File: src/hw/rtl/lrmp_pkg.sv
// ----------------------------------------------------------------------------
// lrmp_pkg
// Shared types, constants and helpers for the linear recurrence term unit.
// ----------------------------------------------------------------------------
package lrmp_pkg;

    localparam int MAX_ORDER  = 16;
    localparam int VALUE_BITS = 32;
    localparam int IDX_W      = $clog2(MAX_ORDER);
    localparam int ORDER_W    = 5;
    localparam int KIND_W     = 2;
    localparam int SLOT_W     = 4;
    localparam int TERM_W     = 64;
    localparam int CFG_IDX_W  = 1;
    localparam int CFG_DATA_W = 32;
    localparam int MAT_CELLS  = MAX_ORDER * MAX_ORDER;
    localparam int MEM_DEPTH  = 3 * MAT_CELLS;
    localparam int MEM_AW     = $clog2(MEM_DEPTH);
    localparam int CNT_W      = $clog2(VALUE_BITS + 1);

    typedef enum logic [KIND_W-1:0] {
        KIND_TERM  = 2'd0,
        KIND_COEF  = 2'd1,
        KIND_QUERY = 2'd2
    } t_kind;

    typedef enum logic [CFG_IDX_W-1:0] {
        REG_ORDER   = 1'b0,
        REG_MODULUS = 1'b1
    } t_cfg_reg;

    typedef enum logic [1:0] {
        SEL_BASE    = 2'd0,
        SEL_ACCUM   = 2'd1,
        SEL_SCRATCH = 2'd2
    } t_msel;

    typedef enum logic [1:0] {
        SA_MEM  = 2'd0,
        SA_COEF = 2'd1,
        SA_INIT = 2'd2
    } t_src_a;

    typedef enum logic {
        SB_MEM = 1'b0,
        SB_ONE = 1'b1
    } t_src_b;

    typedef enum logic [1:0] {
        WR_ZERO = 2'd0,
        WR_ONE  = 2'd1,
        WR_ACC  = 2'd2,
        WR_RD_A = 2'd3
    } t_wr_src;

    typedef struct packed {
        logic [KIND_W-1:0]     kind;
        logic [SLOT_W-1:0]     slot;
        logic [VALUE_BITS-1:0] value;
        logic [TERM_W-1:0]     term_number;
    } t_in_item;

    typedef struct packed {
        logic [VALUE_BITS-1:0] term_value;
        logic                  error;
    } t_out_item;

    typedef struct packed {
        logic              load_init;
        logic              load_coef;
        logic              acc_clr;
        logic              mac_start;
        t_src_a            src_a;
        t_src_b            src_b;
        logic [IDX_W-1:0]  reg_idx;
        logic [MEM_AW-1:0] rd_a_addr;
        logic [MEM_AW-1:0] rd_b_addr;
        logic              wr_en;
        t_wr_src           wr_src;
        logic [MEM_AW-1:0] wr_addr;
    } t_cmd;

    typedef struct packed {
        logic mac_done;
    } t_sts;

    function automatic logic [MEM_AW-1:0] mat_addr(t_msel s, logic [IDX_W-1:0] i,
                                                   logic [IDX_W-1:0] j);
        int a;
        a = int'(s) * MAT_CELLS + int'(i) * MAX_ORDER + int'(j);
        return a[MEM_AW-1:0];
    endfunction

endpackage

File: src/hw/rtl/lrmp_ctrl.sv
// ----------------------------------------------------------------------------
// lrmp_ctrl
// Sequencer: request decode, matrix build, square-and-multiply, final dot.
// ----------------------------------------------------------------------------
module lrmp_ctrl (
    input  logic                         i_clk,
    input  logic                         i_rst_n,
    input  logic                         i_in_valid,
    input  lrmp_pkg::t_in_item           i_in,
    input  logic [lrmp_pkg::ORDER_W-1:0] i_order,
    input  logic                         i_out_stall,
    input  lrmp_pkg::t_sts               i_sts,
    output lrmp_pkg::t_cmd               o_cmd,
    output logic                         o_in_stall,
    output logic                         o_out_valid,
    output logic                         o_err
);
    import lrmp_pkg::*;

    typedef enum logic [17:0] {
        ST_IDLE    = 18'h00001,
        ST_SHORT   = 18'h00002,
        ST_BLD_ACC = 18'h00004,
        ST_BLD_BAS = 18'h00008,
        ST_BLD_MAC = 18'h00010,
        ST_BLD_WR  = 18'h00020,
        ST_EVAL    = 18'h00040,
        ST_SHIFT   = 18'h00080,
        ST_PRD_RD  = 18'h00100,
        ST_PRD_LAT = 18'h00200,
        ST_PRD_MAC = 18'h00400,
        ST_PRD_WR  = 18'h00800,
        ST_CPY_RD  = 18'h01000,
        ST_CPY_WR  = 18'h02000,
        ST_FIN_RD  = 18'h04000,
        ST_FIN_LAT = 18'h08000,
        ST_FIN_MAC = 18'h10000,
        ST_RESP    = 18'h20000
    } t_state;

    t_state            r_state, n_state;
    logic [IDX_W-1:0]  r_i, n_i, r_j, n_j, r_t, n_t;
    logic [TERM_W-1:0] r_e, n_e;
    logic              r_sq, n_sq;
    logic              r_err, n_err;
    logic [IDX_W-1:0]  kmax, adv_i, adv_j;
    logic [TERM_W-1:0] k_ext;
    logic              cell_last, accept;
    t_msel             tgt;

    always_comb begin
        if (i_order == '0) begin
            kmax = '0;
        end else if (int'(i_order) > MAX_ORDER) begin
            kmax = IDX_W'(MAX_ORDER - 1);
        end else begin
            kmax = IDX_W'(i_order - ORDER_W'(1));
        end
        k_ext     = TERM_W'(kmax) + TERM_W'(1);
        cell_last = (r_i == kmax) && (r_j == kmax);
        adv_j     = (r_j == kmax) ? '0 : r_j + IDX_W'(1);
        adv_i     = cell_last ? '0 : ((r_j == kmax) ? r_i + IDX_W'(1) : r_i);
        tgt       = r_sq ? SEL_BASE : SEL_ACCUM;
        accept    = i_in_valid && (r_state == ST_IDLE);
    end

    always_comb begin
        n_state = r_state;
        n_i     = r_i;
        n_j     = r_j;
        n_t     = r_t;
        n_e     = r_e;
        n_sq    = r_sq;
        n_err   = r_err;
        o_cmd   = '0;
        o_cmd.src_a  = SA_MEM;
        o_cmd.src_b  = SB_MEM;
        o_cmd.wr_src = WR_ZERO;
        case (r_state)
            ST_IDLE: begin
                if (accept) begin
                    case (i_in.kind)
                        KIND_TERM: o_cmd.load_init = 1'b1;
                        KIND_COEF: o_cmd.load_coef = 1'b1;
                        KIND_QUERY: begin
                            o_cmd.acc_clr = 1'b1;
                            if (i_in.term_number == '0) begin
                                n_err   = 1'b1;
                                n_state = ST_RESP;
                            end else if (i_in.term_number <= k_ext) begin
                                n_err           = 1'b0;
                                o_cmd.mac_start = 1'b1;
                                o_cmd.src_a     = SA_INIT;
                                o_cmd.src_b     = SB_ONE;
                                o_cmd.reg_idx   = kmax + IDX_W'(1)
                                                  - i_in.term_number[IDX_W-1:0];
                                n_state         = ST_SHORT;
                            end else begin
                                n_err   = 1'b0;
                                n_e     = i_in.term_number - k_ext;
                                n_i     = '0;
                                n_j     = '0;
                                n_state = ST_BLD_ACC;
                            end
                        end
                        default: ;
                    endcase
                end
            end
            ST_SHORT: begin
                if (i_sts.mac_done) begin
                    n_state = ST_RESP;
                end
            end
            ST_BLD_ACC: begin
                o_cmd.wr_en   = 1'b1;
                o_cmd.wr_addr = mat_addr(SEL_ACCUM, r_i, r_j);
                o_cmd.wr_src  = (r_i == r_j) ? WR_ONE : WR_ZERO;
                n_i = adv_i;
                n_j = adv_j;
                if (cell_last) begin
                    n_state = ST_BLD_BAS;
                end
            end
            ST_BLD_BAS: begin
                if (r_i == '0) begin
                    o_cmd.acc_clr   = 1'b1;
                    o_cmd.mac_start = 1'b1;
                    o_cmd.src_a     = SA_COEF;
                    o_cmd.src_b     = SB_ONE;
                    o_cmd.reg_idx   = r_j;
                    n_state         = ST_BLD_MAC;
                end else begin
                    o_cmd.wr_en   = 1'b1;
                    o_cmd.wr_addr = mat_addr(SEL_BASE, r_i, r_j);
                    o_cmd.wr_src  = (r_i == r_j + IDX_W'(1)) ? WR_ONE : WR_ZERO;
                    n_i = adv_i;
                    n_j = adv_j;
                    if (cell_last) begin
                        n_state = ST_EVAL;
                    end
                end
            end
            ST_BLD_MAC: begin
                if (i_sts.mac_done) begin
                    n_state = ST_BLD_WR;
                end
            end
            ST_BLD_WR: begin
                o_cmd.wr_en   = 1'b1;
                o_cmd.wr_addr = mat_addr(SEL_BASE, r_i, r_j);
                o_cmd.wr_src  = WR_ACC;
                n_i     = adv_i;
                n_j     = adv_j;
                n_state = cell_last ? ST_EVAL : ST_BLD_BAS;
            end
            ST_EVAL: begin
                if (r_e == '0) begin
                    o_cmd.acc_clr = 1'b1;
                    n_j     = '0;
                    n_state = ST_FIN_RD;
                end else if (r_e[0]) begin
                    n_sq    = 1'b0;
                    n_i     = '0;
                    n_j     = '0;
                    n_t     = '0;
                    n_state = ST_PRD_RD;
                end else begin
                    n_state = ST_SHIFT;
                end
            end
            ST_SHIFT: begin
                n_e = r_e >> 1;
                if ((r_e >> 1) != '0) begin
                    n_sq    = 1'b1;
                    n_i     = '0;
                    n_j     = '0;
                    n_t     = '0;
                    n_state = ST_PRD_RD;
                end else begin
                    o_cmd.acc_clr = 1'b1;
                    n_j     = '0;
                    n_state = ST_FIN_RD;
                end
            end
            ST_PRD_RD: begin
                o_cmd.rd_a_addr = mat_addr(tgt, r_i, r_t);
                o_cmd.rd_b_addr = mat_addr(SEL_BASE, r_t, r_j);
                o_cmd.acc_clr   = (r_t == '0);
                n_state         = ST_PRD_LAT;
            end
            ST_PRD_LAT: begin
                o_cmd.mac_start = 1'b1;
                n_state         = ST_PRD_MAC;
            end
            ST_PRD_MAC: begin
                if (i_sts.mac_done) begin
                    if (r_t == kmax) begin
                        n_t     = '0;
                        n_state = ST_PRD_WR;
                    end else begin
                        n_t     = r_t + IDX_W'(1);
                        n_state = ST_PRD_RD;
                    end
                end
            end
            ST_PRD_WR: begin
                o_cmd.wr_en   = 1'b1;
                o_cmd.wr_addr = mat_addr(SEL_SCRATCH, r_i, r_j);
                o_cmd.wr_src  = WR_ACC;
                n_i     = adv_i;
                n_j     = adv_j;
                n_state = cell_last ? ST_CPY_RD : ST_PRD_RD;
            end
            ST_CPY_RD: begin
                o_cmd.rd_a_addr = mat_addr(SEL_SCRATCH, r_i, r_j);
                n_state         = ST_CPY_WR;
            end
            ST_CPY_WR: begin
                o_cmd.wr_en   = 1'b1;
                o_cmd.wr_addr = mat_addr(tgt, r_i, r_j);
                o_cmd.wr_src  = WR_RD_A;
                n_i = adv_i;
                n_j = adv_j;
                if (cell_last) begin
                    n_state = r_sq ? ST_EVAL : ST_SHIFT;
                end else begin
                    n_state = ST_CPY_RD;
                end
            end
            ST_FIN_RD: begin
                o_cmd.rd_b_addr = mat_addr(SEL_ACCUM, '0, r_j);
                n_state         = ST_FIN_LAT;
            end
            ST_FIN_LAT: begin
                o_cmd.mac_start = 1'b1;
                o_cmd.src_a     = SA_INIT;
                o_cmd.src_b     = SB_MEM;
                o_cmd.reg_idx   = kmax - r_j;
                n_state         = ST_FIN_MAC;
            end
            ST_FIN_MAC: begin
                if (i_sts.mac_done) begin
                    if (r_j == kmax) begin
                        n_state = ST_RESP;
                    end else begin
                        n_j     = r_j + IDX_W'(1);
                        n_state = ST_FIN_RD;
                    end
                end
            end
            ST_RESP: begin
                if (!i_out_stall) begin
                    n_state = ST_IDLE;
                end
            end
            default: n_state = ST_IDLE;
        endcase
    end

    always_ff @(posedge i_clk) begin
        if (!i_rst_n) begin
            r_state <= ST_IDLE;
            r_err   <= 1'b0;
            r_sq    <= 1'b0;
        end else begin
            r_state <= n_state;
            r_err   <= n_err;
            r_sq    <= n_sq;
        end
        r_i <= n_i;
        r_j <= n_j;
        r_t <= n_t;
        r_e <= n_e;
    end

    assign o_in_stall  = (r_state != ST_IDLE);
    assign o_out_valid = (r_state == ST_RESP);
    assign o_err       = r_err;

endmodule

File: config.mk
export PLATFORM = sky130hd
export DESIGN_NAME = lrmp_ctrl
export DESIGN_NICKNAME = d
export VERILOG_FILES = /design/src/hw/rtl/lrmp_pkg.sv /design/src/hw/rtl/lrmp_ctrl.sv
export SDC_FILE = /design/constraint.sdc
export NUM_CORES = 1
export LEC_CHECK = 0
export BUFFER_PORTS_ARGS = -buffer_cell sky130_fd_sc_hd__buf_2
export CORE_ASPECT_RATIO = 0.7
export CORE_MARGIN = 2
export CORE_UTILIZATION = 40
export CTS_CLUSTER_DIAMETER = 80
export CTS_CLUSTER_SIZE = 24
export DETAILED_ROUTE_END_ITERATION = 10
export GPL_TIMING_DRIVEN = 0
export SLEW_MARGIN = 0
export SYNTH_ARGS = -nofsm -noshare
export SYNTH_HDL_FRONTEND = slang
export SYNTH_SLANG_ARGS = --single-unit
File: constraint.sdc
create_clock -name i_clk -period 5.8 [get_ports i_clk]
set_input_delay 0.87 -clock i_clk [delete_from_list [all_inputs] [get_ports i_clk]]
set_output_delay 0.87 -clock i_clk [all_outputs]
set_load 0.1 [all_outputs]
**Word-level counts from Yosys, hierarchy flattened**

Index checks and enable logic that the tools add are counted.
Widths: inputs -> output; s select.

- Register bits after elaboration: 96
- Latch bits: 0
- Memory bits (writable): 0
- Bits in read-only memories: 0
- Output and inout port bits: 47
- Word-level logic and storage cells: 168
- Memories kept: 0

- Add/subtract/negate cells: 19
- Multipliers: 0
- Divide/modulo/power cells: 0
- $lt $le $gt $ge: 2
- Equal/unequal tests: 43
- Shift-type cells: 0
- Muxes and demuxes: 74
- Bitwise logic cells: 0
- Reductions and logical operators: 23

Operator list:

| operator | count |
|---|---|
| $pmux 18 s18 | 1 |
| $mux 64 | 4 |
| $mux 18 | 13 |
| $logic_not 64->1 | 2 |
| $pmux 64 s2 | 1 |
| $mux 4 | 19 |
| $pmux 13 s5 | 1 |
| $le 64x5->1 | 1 |
| $reduce_bool 64->1 | 1 |
| $sub 64x5->64 | 1 |
| $pmux 10 s2 | 2 |
| $mux 13 | 3 |
| $add 10x4->10 | 3 |
| $ne 2x2->1 const B | 14 |
| $mux 9 | 3 |
| $reduce_and 9->1 | 3 |
| $mux 8 | 3 |
| $pmux 4 s6 | 1 |
| $pmux 7 s3 | 1 |
| $eq 4x4->1 | 5 |
| $pmux 4 s5 | 1 |
| $add 8x4->9 | 2 |
| $eq 18x1->1 const B | 1 |
| $eq 18x10->1 const B | 1 |
| 55 further kinds | 74 |

**Depth between registers and ports, before layout**

Gate-level depths: netlist (run 1).

- Depth in word-level cells: 10
- Depth in mapped cells: 16

**Least setup slack after synthesis (run 1)**

Ideal clock, no wire load.

- Kind: input-to-output
- From: input i_order[0] (netlist name)
- To: output o_cmd[33] (netlist name)
- Data arrival time: 5.319 ns
- Setup slack: -0.389 ns
- Stages on the path: 14
- Path buffers: 0
- Path through: inv_1 ha_1 nor3b_1 maj3_1 inv_1 ha_1 or3b_2 ha_1 o21a_1 a21oi_1 o21ai_0 nor3b_2 nand2_1 o221ai_1

RTL lines:

| element | RTL line | source |
|---|---|---|
| from (decl) | lrmp_ctrl.sv:10 | `input logic [lrmp_pkg::ORDER_W-1:0] i_order,` |
| to (decl) | lrmp_ctrl.sv:13 | `output lrmp_pkg::t_cmd o_cmd,` |

==> metrics.csv, run 1 <==
stage,metric,value,unit
synthesis,Post-synth top flop,edfxtp_1,
drt,via count,6356,
die,Ports,159,
synthesis,synth cell count leaders,"121 x nor2_1, 76 x edfxtp_1, 69 x a21oi_1",
power_and_ir_drop,peak supply drop,0.1264,mV
die,die area,0.01844,mm^2
cts,H-tree lvl count,3,
synthesis,top-count cell post-synth,nor2_1,
synthesis,Compound-Gate Fraction of Synth Area,0.1190,
cts,TritonCTS buffer count,9,
layout,share of cells above drive strength 1,0.1798,
global_routing,vias in the first global route,5730,
timing,Pins Over Slew Limit,0,
cts,"Reg clk slew, reported paths",60,ps
synthesis,cells after synthesis,789,
drt,First DRT Iteration DRCs,707,
drt,drt wl/cell,17.05,um
placed_design,GPL Wtd Cong,0.9066,
timing,minimum clock period,5542,ps
die,core box area,0.01707,mm^2
placed_design,PortBufs,120,
timing,Slew @ Worst Pin,1148,ps
timing,Fin Clk Skew,10.20,ps
layout,Layout Cells excl Fill,1160,
synthesis,"FFs w/ async S/R, synth",0,
timing,Final Hold Viols,0,
timing,post-route setup TNS,0,ps
cts,Clock Tree Buf Depth,2,
synthesis,Cell variety after synth,66,
layout,Ant. Diodes,0,
drt,Via density,5.479,
worst_setup_path,CP max stage cell,or4_1,
status,status,"finished, final reports clean",
global_routing,initial antenna violation count,0,
worst_setup_path,CP Launch Type,input pin,
worst_setup_path,Critical Path Sink Type,primary output,
cts,Sink Count,96,
synthesis,"top cells by area, synth","edfxtp_1 33%, xnor2_1 6.7%, nor2_1 6.5%",
drt,post-route antenna net violation count,0,
synthesis,"Seq/Total Area, Yosys",0.3864,
worst_setup_path,CP bufs+invs,4,
worst_setup_path,critical path data required time,4930,ps
timing,fmax,180.4,MHz
power_and_ir_drop,total power,1.713,mW
power_and_ir_drop,P_leak,3.085,nW
layout,"Net count, final",1060,
cts,CTS tree,yes,
drt,Pre-antenna DRT Iters,6,
global_routing,grt ovf,0,
synthesis,syn_nets,924,
global_routing,GRT Total Usage,0.2167,
worst_setup_path,Slowest Stage Delay on Critical Path,610,ps
worst_setup_path,CP Max Fanout,7,
placed_design,placed cells,1140,
synthesis,"flops & latches, synth",96,
power_and_ir_drop,Cell Pwr Density,208.6,mW/mm^2
synthesis,largest family of logic cells by synthesized area,simple AND/OR/NAND/NOR gates,
synthesis,Synth Area in XOR/XNOR,0.1085,
synthesis,mux cell area share after synthesis,0.005948,
worst_setup_path,crit-path leading delay family,simple AND/OR/NAND/NOR gates,
worst_setup_path,crit-path cells,buf_2 -> inv_1 -> ha_1 -> or4_1 -> nand2_1 -> o21ai_1 -> or3b_2 -> ha_1 -> o21a_1 -> a21oi_4 -> o21ai_1 -> nor3b_2 -> buf_4 -> nand3_1 -> o211ai_1 -> buf_2,
cts,worst skew pair latency,350,ps
worst_setup_path,Critical Path AT,4670,ps
synthesis,simple-gate share of the synthesized area,0.3006,
drt,DRC Markers,0,
timing,Hold Slack,538.6,ps
drt,final wirelength,19.77,mm
timing,ratio of final minimum period to clock period,0.9556,
placed_design,DP HPWL,15.22,mm
timing,relative slew slack,0.2287,
hold_path,Hold Path Class,flip-flop to flip-flop,
synthesis,"area leader, netlist",edfxtp_1,
cts,Root Driver,clkbuf_16,
timing,unrepaired setup endpoints after global routing,false,
synthesis,Post-synth EDFFs,76,
synthesis,syn avg cell area,8.798,um^2
timing,final setup violation count,0,
die,Rows,40,
die,die height,114.2,um
worst_setup_path,worst r2r path cells,7,
global_routing,largest net degree at the start of global routing,65,
die,Initial Util,0.4067,
synthesis,post-synthesis cell area,0.006942,mm^2
hold_path,WHS Path Cells,2,
global_routing,first-pass GRT wire length,31.37,mm
synthesis,share of the synthesized area in the top cell type,0.3288,
worst_setup_path,crit path kind,input pin to primary output,
synthesis,post-synthesis adder-cell area fraction,0.04758,
worst_setup_path,Levels on crit path,16,
synthesis,Syn. warnings,0,
layout,area grow syn2layout,18.28,%
flow_run,Max-cap violations,0,
die,DIE WIDTH,161.5,um
[metrics by stage]
stage	worst slack [ps]	cell area [um^2]	util
detailed placement	-552.8	7853	0.4601
floorplan	196.6	6960	-
CTS	39.10	8168	0.4786
global placement	-605.3	7850	0.4600
global route	23.12	8210	0.4811
finish	257.6	8210	0.4811
[what timing repair did]
item	CTS	global route
endpoints found under the setup margin	7	7
pin swaps	1	2
setup buffers	2	3
gates resized for setup	6	6
hold buffers	0	0
[routing by layer]
layer  wire, um  GRT usage  vias to the layer above
met3       1472    0.03803                       23
met2       7603     0.2858                      243
met5          0          0                        -
met4        255    0.04881                        0
li1           -          -                     3131
met1      10440     0.3568                     2959
[placed cells by master, fill, tap and decap left out, drive strengths merged, types with 3 or more instances in the layout]
cell,netlist,routed
inv,26,26
and4,3,3
nand2,44,44
o21ai,13,13
nor3b,4,4
mux2i,3,3
nand4,10,10
and2,21,21
o21a,13,13
a211oi,4,4
fa,3,3
clkinv,0,3
xnor2,53,53
nor3,34,34
ha,20,20
or3,12,12
buf,2,125
o211ai,4,4
or2,9,9
xor2,33,33
a21boi,7,7
or4,17,17
nand2b,9,9
nor4b,5,5
nand3b,6,6
a21o,7,7
clkbuf,27,38
nor2,121,121
nor2b,17,17
dfxtp,20,20
a21oi,69,69
edfxtp,76,76
and3,10,10
nand3,21,21
and4b,4,4
nor4,35,35
[kinds of logic after synthesis]
logic type	count (synthesis)
AOI/OAI and AO/OA	134
xor gates and xnor gates	86
adders and majority gates	25
buffers and inverters	55
DFF	96
muxes	4
other	1
and+or+nand+nor	388
[path summary, 6_finish.rpt]
check / slack [ps] / startpoint / to
hold reg to reg: 540 / o_err / o_err
setup reg to reg: 1670 / r_state[8] / r_e[19]
hold / removal: 540 / o_err / o_err
setup / recovery: 260 / i_order[0] / o_cmd[34]
[power breakdown]
group	switching, mW	internal [mW]
Clock	0.261	0.330
Sequential	0.0155	0.772
Combinational	0.206	0.128
Total	0.483	1.23
[tightest hold or removal path, cell delays in order, from the launching register on]
cell and delay, ps:
dfxtp_1 340, o21ai_0 80, a21boi_0 70
[sequential cells by signal, indices dropped and copies added, names as in the netlist]
| signal | flops |
|---|---|
| r_e | 64 |
| r_state | 18 |
| r_i | 4 |
| r_j | 4 |
| r_t | 4 |
| o_err | 1 |
| r_sq | 1 |
[cell type report]
class / instances / area (um^2)
Multi-Input combinational cell: 638 / 4076
Fill cell: 1689 / 8856
Tap cell: 231 / 289.0
Clock buffer: 9 / 225.2
Buffer: 29 / 120.1
Clock inverter: 6 / 61.31
Sequential cell: 96 / 2683
Timing Repair Buffer: 125 / 658.1
Inverter: 26 / 97.59
No activity file was read; power rests on OpenSTA's default activity.
==> inputs of run 2 (changes only) <==
--- a/config.mk
+++ b/config.mk
@@ -8,7 +8,7 @@
 export BUFFER_PORTS_ARGS = -buffer_cell sky130_fd_sc_hd__buf_2
 export CORE_ASPECT_RATIO = 0.7
 export CORE_MARGIN = 2
-export CORE_UTILIZATION = 40
+export CORE_UTILIZATION = 28
 export CTS_CLUSTER_DIAMETER = 80
 export CTS_CLUSTER_SIZE = 24
 export DETAILED_ROUTE_END_ITERATION = 10
==> run 2 against run 1 <==
  * Sequential cell count unchanged
  * Largest cell class unchanged
  * Cell area increased by 1.3%
  * Power increased by 0.92%
==> metrics.csv, run 2 (synthesis results as in run 1) <==
stage,metric,value,unit,change
layout,"Net count, final",1057,,-0.28%
timing,relative slew slack,0.2217,,-0.006936
flow_run,Max-cap violations,0,,unchanged
layout,area grow syn2layout,19.86,%,
die,Initial Util,0.2833,,-0.1235
die,Ports,159,,unchanged
die,Rows,48,,+20%
global_routing,initial antenna violation count,0,,unchanged
layout,max FFs per register,64,,unchanged
placed_design,placed cells,1234,,+8.2%
cts,H-tree lvl count,3,,unchanged
global_routing,first-pass GRT wire length,32.64,mm,+4.0%
power_and_ir_drop,peak supply drop,0.1878,mV,+49%
cts,worst skew pair latency,350,ps,about the same
timing,setup ws final,204.5,ps,-53.07 ps
drt,Via density,5.109,,-6.8%
timing,minimum clock period,5596,ps,+53.07 ps
timing,Slew @ Worst Pin,1159,ps,+10.32 ps
timing,Pins Over Slew Limit,0,,unchanged
layout,Final Util,0.3396,,-0.1415
drt,final wirelength,20.83,mm,+5.3%
timing,final setup violation count,0,,unchanged
timing,post-route setup TNS,0,ps,unchanged
cts,hold-fix buffers at CTS,0,,unchanged
hold_path,Hold Path Class,flip-flop to flip-flop,,
timing,Final Hold Viols,0,,unchanged
drt,First DRT Iteration DRCs,504,,-29%
drt,post-route antenna net violation count,0,,unchanged
placed_design,DP HPWL,16.27,mm,+6.9%
timing,fmax,178.7,MHz,-0.95%
cts,Root Driver,clkbuf_16,,
layout,Final Cell Area,0.008320,mm^2,+1.3%
layout,Filler Cells Inserted,2624,,+55%
layout,share of cells above drive strength 1,0.1791,,-0.0006909
placed_design,Post-DP Area,0.007970,mm^2,+1.5%
die,die height,135.7,um,+19%
cts,Clock Tree Buf Depth,2,,unchanged
global_routing,largest net degree at the start of global routing,65,,unchanged
power_and_ir_drop,total power,1.729,mW,+0.92%
worst_setup_path,worst r2r path cells,7,,unchanged
die,core box area,0.02450,mm^2,+44%
die,die area,0.02609,mm^2,+41%
worst_setup_path,crit path kind,input pin to primary output,,
hold_path,WHS Path Cells,2,,unchanged
power_and_ir_drop,Cell Pwr Density,207.8,mW/mm^2,-0.41%
worst_setup_path,Critical Path AT,4730,ps,+60 ps
cts,TritonCTS buffer count,9,,unchanged
worst_setup_path,CP Launch Type,input pin,,
timing,Hold Slack,527.0,ps,-11.68 ps
drt,drt wl/cell,16.63,um,-2.4%
worst_setup_path,Critical Path Sink Type,primary output,,
cts,Sink Count,96,,unchanged
power_and_ir_drop,P_leak,3.083,nW,about the same
drt,Pre-antenna DRT Iters,4,,-2
timing,unrepaired setup endpoints after global routing,false,,
layout,top flop regs,"r_e (64), r_state (18)",,
global_routing,vias in the first global route,5863,,+2.3%
layout,Ant. Diodes,0,,unchanged
cts,CTS tree,yes,,
die,DIE WIDTH,192.2,um,+19%
timing,Fin Clk Skew,12.07,ps,+1.871 ps
global_routing,grt ovf,0,,unchanged
placed_design,Post-Place Worst Slack,-622.1,ps,-69.26 ps
placed_design,GPL Wtd Cong,0.8887,,-2.0%
drt,DRC Markers,0,,unchanged
layout,"most common cell after layout, fill and taps aside",nor2_1,,
status,status,"finished, final reports clean",,
layout,Layout Cells excl Fill,1252,,+7.9%
placed_design,PortBufs,120,,unchanged
layout,Biggest register,r_e,,
worst_setup_path,critical path data required time,4930,ps,about the same
worst_setup_path,CP Max Fanout,7,,unchanged
layout,most frequent cells in the layout,"121 x nor2_1, 114 x buf_2, 76 x edfxtp_1",,
global_routing,GRT Total Usage,0.1615,,-0.05521
drt,via count,6397,,+0.65%
cts,"Reg clk slew, reported paths",60,ps,about the same
timing,ratio of final minimum period to clock period,0.9647,,+0.009150
run 2: area by class of cell:
cell class,instances,area (um^2),share of cell area
plain buffers,29,120.1,0.01444
clock buffers,9,225.2,0.02707
clock inverters,7,68.82,0.008271
inverters,26,97.59,0.01173
multi-input cells,638,4081,0.4905
flip-flops and latches,96,2683,0.3224
well taps,325,406.6,0.04887
repair buffers,122,638.1,0.07669
run 2: layer usage:
metal | wire length [um] | vias up | global-route usage
li1 | - | 3129 | -
met1 | 10870 | 3053 | 0.2548
met2 | 8280 | 195 | 0.2192
met3 | 1437 | 20 | 0.03315
met4 | 240 | 0 | 0.03817
met5 | 0 | - | 0
run 2: worst paths after layout:
| path | from | end | slack (ps) |
|---|---|---|---|
| worst max-delay path | i_order[0] | o_cmd[36] | 200 |
| worst min-delay path | o_err | o_err | 530 |
| worst max register to register | r_state[8] | r_e[4] | 1590 |
| worst min register to register | o_err | o_err | 530 |
run 2: what timing repair did:
item | CTS | global route
buffers inserted | 2 | 0
pin swaps | 1 | 0
cloned | 0 | 0
gates resized for setup | 6 | 10
setup endpoints to repair | 7 | 7
run 2: worst max-delay path, cell delays in order:
cell	delay [ps]
buf_2	120
inv_1	50
ha_1	230
or4_1	600
nand2_1	100
o21ai_1	210
or3b_2	520
ha_1	330
o21a_1	160
a21oi_4	270
o21ai_1	160
nor3b_2	190
buf_4	160
nand2_1	180
o22ai_2	290
buf_6	260
run 2: where the power goes:
group	switching, mW	internal (mW)	leakage, nW
combinational	0.206	0.126	2.07
clock	0.274	0.335	0.145
sequential	0.0154	0.772	0.871
